## config.mk

```make
export PLATFORM = sky130hd
export DESIGN_NAME = bis_div
export DESIGN_NICKNAME = d
export VERILOG_FILES = /design/src/hdl/bis_pkg.sv /design/src/hdl/bis_div.sv
export SDC_FILE = /design/constraint.sdc
export NUM_CORES = 2
export LEC_CHECK = 0
export BUFFER_PORTS_ARGS = -buffer_cell sky130_fd_sc_hd__buf_2
export CORE_MARGIN = 1
export CORE_UTILIZATION = 47
export CTS_BUF_LIST = sky130_fd_sc_hd__clkbuf_2
export DETAILED_ROUTE_END_ITERATION = 6
export PLACE_DENSITY = 0.65
export SLEW_MARGIN = 10
export SYNTH_ARGS = -nofsm -noshare
export SYNTH_HDL_FRONTEND = slang
export SYNTH_SLANG_ARGS = --single-unit
export TNS_END_PERCENT = 5
```

## constraint.sdc

```tcl
create_clock -name clk -period 6.2 [get_ports clk]
set_clock_uncertainty 0.2 [all_clocks]
set_input_delay 0.31 -clock clk [delete_from_list [all_inputs] [get_ports clk]]
set_output_delay 0.31 -clock clk [all_outputs]
set_load 0.01 [all_outputs]
```

## src/hdl/bis_pkg.sv

```systemverilog
// Shared constants for the bilinear image scaler.
package bis_pkg;

    localparam int POS_W      = 12;
    localparam int SMP_W      = 16;
    localparam int PORT_CH    = 4;
    localparam int FRAC_W     = 16;
    localparam int SRC_REG_W  = 9;
    localparam int DST_REG_W  = 13;
    localparam int SHIFT_W    = 16;
    localparam int CFG_IDX_W  = 3;
    localparam int CFG_DATA_W = 16;
    localparam int DIV_W      = DST_REG_W + 1;

    localparam logic [CFG_IDX_W-1:0] REG_SRC_WIDTH  = 3'd0;
    localparam logic [CFG_IDX_W-1:0] REG_SRC_HEIGHT = 3'd1;
    localparam logic [CFG_IDX_W-1:0] REG_DST_WIDTH  = 3'd2;
    localparam logic [CFG_IDX_W-1:0] REG_DST_HEIGHT = 3'd3;
    localparam logic [CFG_IDX_W-1:0] REG_SHIFT_X    = 3'd4;
    localparam logic [CFG_IDX_W-1:0] REG_SHIFT_Y    = 3'd5;

    localparam logic [SRC_REG_W-1:0] SRC_RESET = 9'd256;
    localparam logic [DST_REG_W-1:0] DST_RESET = 13'd256;

    localparam logic KIND_LOAD    = 1'b0;
    localparam logic KIND_COMPUTE = 1'b1;

endpackage

```

## src/hdl/bis_div.sv

```systemverilog
// Pipelined restoring divider: one quotient bit per stage, numerator scaled by 2^16.
module bis_div
    import bis_pkg::*;
#(
    parameter int AW = 22
)
(
    input  logic                     clk,
    input  logic                     en,
    input  logic [AW-1:0]            a,
    input  logic [DIV_W-1:0]         b,
    output logic [AW+FRAC_W-1:0]     q
);

    localparam int NW = AW + FRAC_W;

    logic [DIV_W-1:0] rem_reg  [NW];
    logic [NW-1:0]    nq_reg   [NW];
    logic [DIV_W-1:0] rem_next [NW];
    logic [NW-1:0]    nq_next  [NW];

    always_comb
    begin
        logic [DIV_W-1:0] rin;
        logic [NW-1:0]    nin;
        logic [DIV_W:0]   trial;
        for (int k = 0; k < NW; k++)
        begin
            if (k == 0)
            begin
                rin = '0;
                nin = {a, {FRAC_W{1'b0}}};
            end
            else
            begin
                rin = rem_reg[k-1];
                nin = nq_reg[k-1];
            end
            trial = {rin, nin[NW-1]};
            if (trial >= {1'b0, b})
            begin
                rem_next[k] = DIV_W'(trial - {1'b0, b});
                nq_next[k]  = {nin[NW-2:0], 1'b1};
            end
            else
            begin
                rem_next[k] = trial[DIV_W-1:0];
                nq_next[k]  = {nin[NW-2:0], 1'b0};
            end
        end
    end

    always_ff @(posedge clk)
    begin
        if (en)
        begin
            for (int k = 0; k < NW; k++)
            begin
                rem_reg[k] <= rem_next[k];
                nq_reg[k]  <= nq_next[k];
            end
        end
    end

    assign q = nq_reg[NW-1];

endmodule

```

==> flow_summary.json <==
{
  "nNetsFinal": 6646,
  "finalSetupViolCount": 0,
  "antenna_found_initial": 3,
  "hold_start": "nq_reg[3][276]",
  "synth-compound-area-share": 0.115,
  "topRoutingLayerUsed": "met4",
  "dr_wl_met3_um": 6990,
  "numPortBuffers": 75,
  "die_h_um": 398,
  "crit_top_cell": "dlygate4sd3_1",
  "path_delay_family": "buffers and inverters",
  "hpwlAfterDp_um": 93600,
  "overflow": 0,
  "path_buf_inv": 8,
  "start_util": 0.475,
  "postPlaceCellArea_um2": 76900,
  "wire_per_inst_um": 17.7,
  "cp.required_ns": 7.38,
  "die_area_um2": 158000,
  "cts_setup_buffers": 0,
  "finalHoldViolCount": 0,
  "core_um2": 155000,
  "r2r_cells": 10,
  "final_common_cell": "edfxtp_1",
  "clkLatencyLatePin_ns": 1.72,
  "crit_slowest_cell": "dlygate4sd3_1",
  "cts_tree": "built",
  "rrSetupSlack_ns": 2.08,
  "vias_per_cell": 5.46,
  "fin_area_um2": 81500,
  "die_width_um": 398,
  "power_frac_seq": 0.410,
  "io_pins": 76,
  "worstSetupPathType": "in -> reg",
  "r2r-end": "rem_reg[3][29]",
  "clkPwrFrac": 0.169,
  "p_leak_uw": 0.0316,
  "vias": 45600,
  "clk_pin_slew_ns": 0.11,
  "synth_nets": 6065,
  "ys_warn_count": 0,
  "htreeDepth": 5,
  "slew_headroom": 0.207,
  "r2r_start": "rem_reg[3][16]",
  "ys_ff_latch": 1490,
  "grt_pass1_wl_um": 235000,
  "combPwrFrac": 0.421,
  "rows": 144,
  "synthArstFlopShare": 0,
  "rsz0062_at_grt": "no",
  "setup_tns_ns": 0,
  "wl_met1_um": 66400,
  "syn_to_final_growth_pct": 10.8,
  "outcome": "finished clean",
  "gp_congestion": 0.891,
  "yosys.area_share.simple": 0.0761,
  "syn_avg_cell_area_um2": 13.5,
  "synth_top_area_cell": "edfxtp_1",
  "synth_adder_area_share": 0.102,
  "final_antenna_net_count": 0,
  "synthDistinctLibCells": 77,
  "synth_area_leaders": "edfxtp_1, ha_1, mux2_2",
  "largest_reg_flops": 972,
  "drt_iter0_markers": 3015,
  "final_cell_mix": "edfxtp_1, clkbuf_2, ha_1",
  "wl_met2_um": 69000,
  "cp_cell_sequence": "dlygate4sd3_1 -> buf_2 -> dlygate4sd3_1 -> nor4_1 -> dlygate4sd3_1 -> nand4_1 -> dlygate4sd3_1 -> dlygate4sd3_1 -> nor4_2 -> dlygate4sd3_1 -> mux2i_1 -> dlygate4sd3_1",
  "swShare": 0.359,
  "tightest_slew_ns": 1.18,
  "crit_path_end_kind": "register",
  "final_layout_size_suffix_gt1_frac": 0.169,
  "synth.top_cell.area_share": 0.608,
  "synth_seq_area_share": 0.608,
  "period_minus_slack_ns": 4.77,
  "fmax_mhz": 210,
  "dr.pass1.iters": 5,
  "syn_inst": 5451,
  "cap_violations": 0,
  "clock-root-buffer": "clkbuf_2",
  "p_int_uw": 24800,
  "p_switching_uw": 13900,
  "synth_top_family_by_area": "compound AO/OA/AOI/OAI gates",
  "drc_errors": 0,
  "grt_pass1_vias": 45500,
  "cts_max_path_buffers": 4,
  "peakVddDrop_mv": 0.234,
  "cp-start-kind": "input pin",
  "numCtsBuffers": 394,
  "cellPowerDensity_nw_per_um2": 475,
  "grt_util_all_layers": 0.186,
  "slew_violations": 0,
  "synth_enable_flop_cells": 1490,
  "synth_flop_cell": "edfxtp_1",
  "grt_max_degree": 176,
  "hold_path_class": "reg -> reg",
  "muxShareOfSynthArea": 0.0454,
  "hold_end": "nq_reg[4][11]",
  "numClockSinks": 1490,
  "crit_path_max_incr_delay_ns": 0.96,
  "synth_area_um2": 73600,
  "total_power_uw": 38700,
  "min_path_cells": 0,
  "worstPathArrival_ns": 5.95,
  "fin_crit_sh": 0.770,
  "cp_max_fo": 15,
  "wirelength_um": 147000,
  "synthXorXnorAreaFrac": 0.0390
}
[worst reg2reg max path, stage by stage (launching register included)]
cell and delay (ns):
edfxtp_1 0.43, ha_1 0.37, o21a_1 0.14, o31a_1 0.15
o21ai_0 0.13, a221o_1 0.34, a21oi_1 0.14, dlygate4sd3_1 0.60
nand2_1 0.10, o21ai_1 0.87, mux2_2 0.42
[through the flow]
| step | setup slack, ns | hold WS [ns] | utilization | std cells |
|---|---|---|---|---|
| after floorplan | 0.511 | 0.200 | - | 5451 |
| after global placement | 1.72 | 0.200 | 0.497 | 7558 |
| after detailed placement | 1.57 | 0.205 | 0.497 | 7558 |
| after CTS | 1.76 | 0.00937 | 0.527 | 8329 |
| after global routing | 1.33 | 0.0485 | 0.527 | 8338 |
| final | 1.43 | 0.0948 | 0.527 | 8338 |
[worst max-delay path by stage]
| stage | start | to | slack, ns | cells past startpoint |
|---|---|---|---|---|
| after floorplan | b[1] | rem_reg[1][89] | 0.51 | 11 |
| after global placement | b[7] | rem_reg[3][1] | 1.72 | 10 |
| after detailed placement | b[7] | rem_reg[3][10] | 1.57 | 10 |
| after CTS | b[1] | rem_reg[3][29] | 1.76 | 15 |
| after global routing | b[1] | rem_reg[3][30] | 1.33 | 15 |
| final | b[8] | rem_reg[0][0] | 1.43 | 12 |
[power by group through the flow]
stage	Sequential (uW)	Combinational (uW)	Clock, uW
after global placement	16100	15600	0
final	15900	16300	6530
after CTS	15900	16200	6910
after global routing	16100	18200	7360
after detailed placement	16100	16000	0
after floorplan	15400	12900	0
[what timing repair did]
| action | in CTS | in global routing |
|---|---|---|
| gates resized for setup | 0 | 0 |
| hold endpoints to repair | 2063 | 0 |
| hold buffers | 122 | 0 |
[logic make-up after synthesis]
family	after synthesis
adder cells (fa/ha/maj)	576
AO/OA/AOI/OAI	1318
XOR/XNOR	328
multiplexers	297
AND/OR/NAND/NOR	1160
buffers and inverters	282
flip-flops	1490
[final cells by class]
type,count,area (um2)
Fill cell,13200,73200
Antenna cell,9,22.5
Multi-Input combinational cell,3679,27800
Clock inverter,90,512
Inverter,199,757
Timing Repair Buffer,268,2310
Tap cell,2044,2560
Sequential cell,1490,44700
Clock buffer,559,2800
[Yosys cell counts (39+ instances only)]
| library cell | n |
|---|---|
| a211oi_1 | 49 |
| a21o_1 | 167 |
| a21oi_1 | 329 |
| a31oi_1 | 39 |
| clkbuf_1 | 61 |
| edfxtp_1 | 1490 |
| ha_1 | 540 |
| inv_1 | 199 |
| mux2_2 | 265 |
| nand2_1 | 311 |
| nand2b_1 | 76 |
| nand3_1 | 81 |
| nand4_1 | 57 |
| nor2_1 | 334 |
| nor2b_1 | 68 |
| nor3_1 | 62 |
| o21a_1 | 85 |
| o21ai_0 | 328 |
| o21bai_1 | 39 |
| o31ai_1 | 45 |
| xnor2_1 | 196 |
| xor2_1 | 132 |
[routing by layer]
metal | vias to the layer above | global-route usage
met1 | 21800 | 0.244
met2 | 1079 | 0.301
li1 | 22400 | -
met5 | - | 0
met4 | 0 | 0.0808
met3 | 354 | 0.0352
No activity file was read; power rests on OpenSTA's default activity.
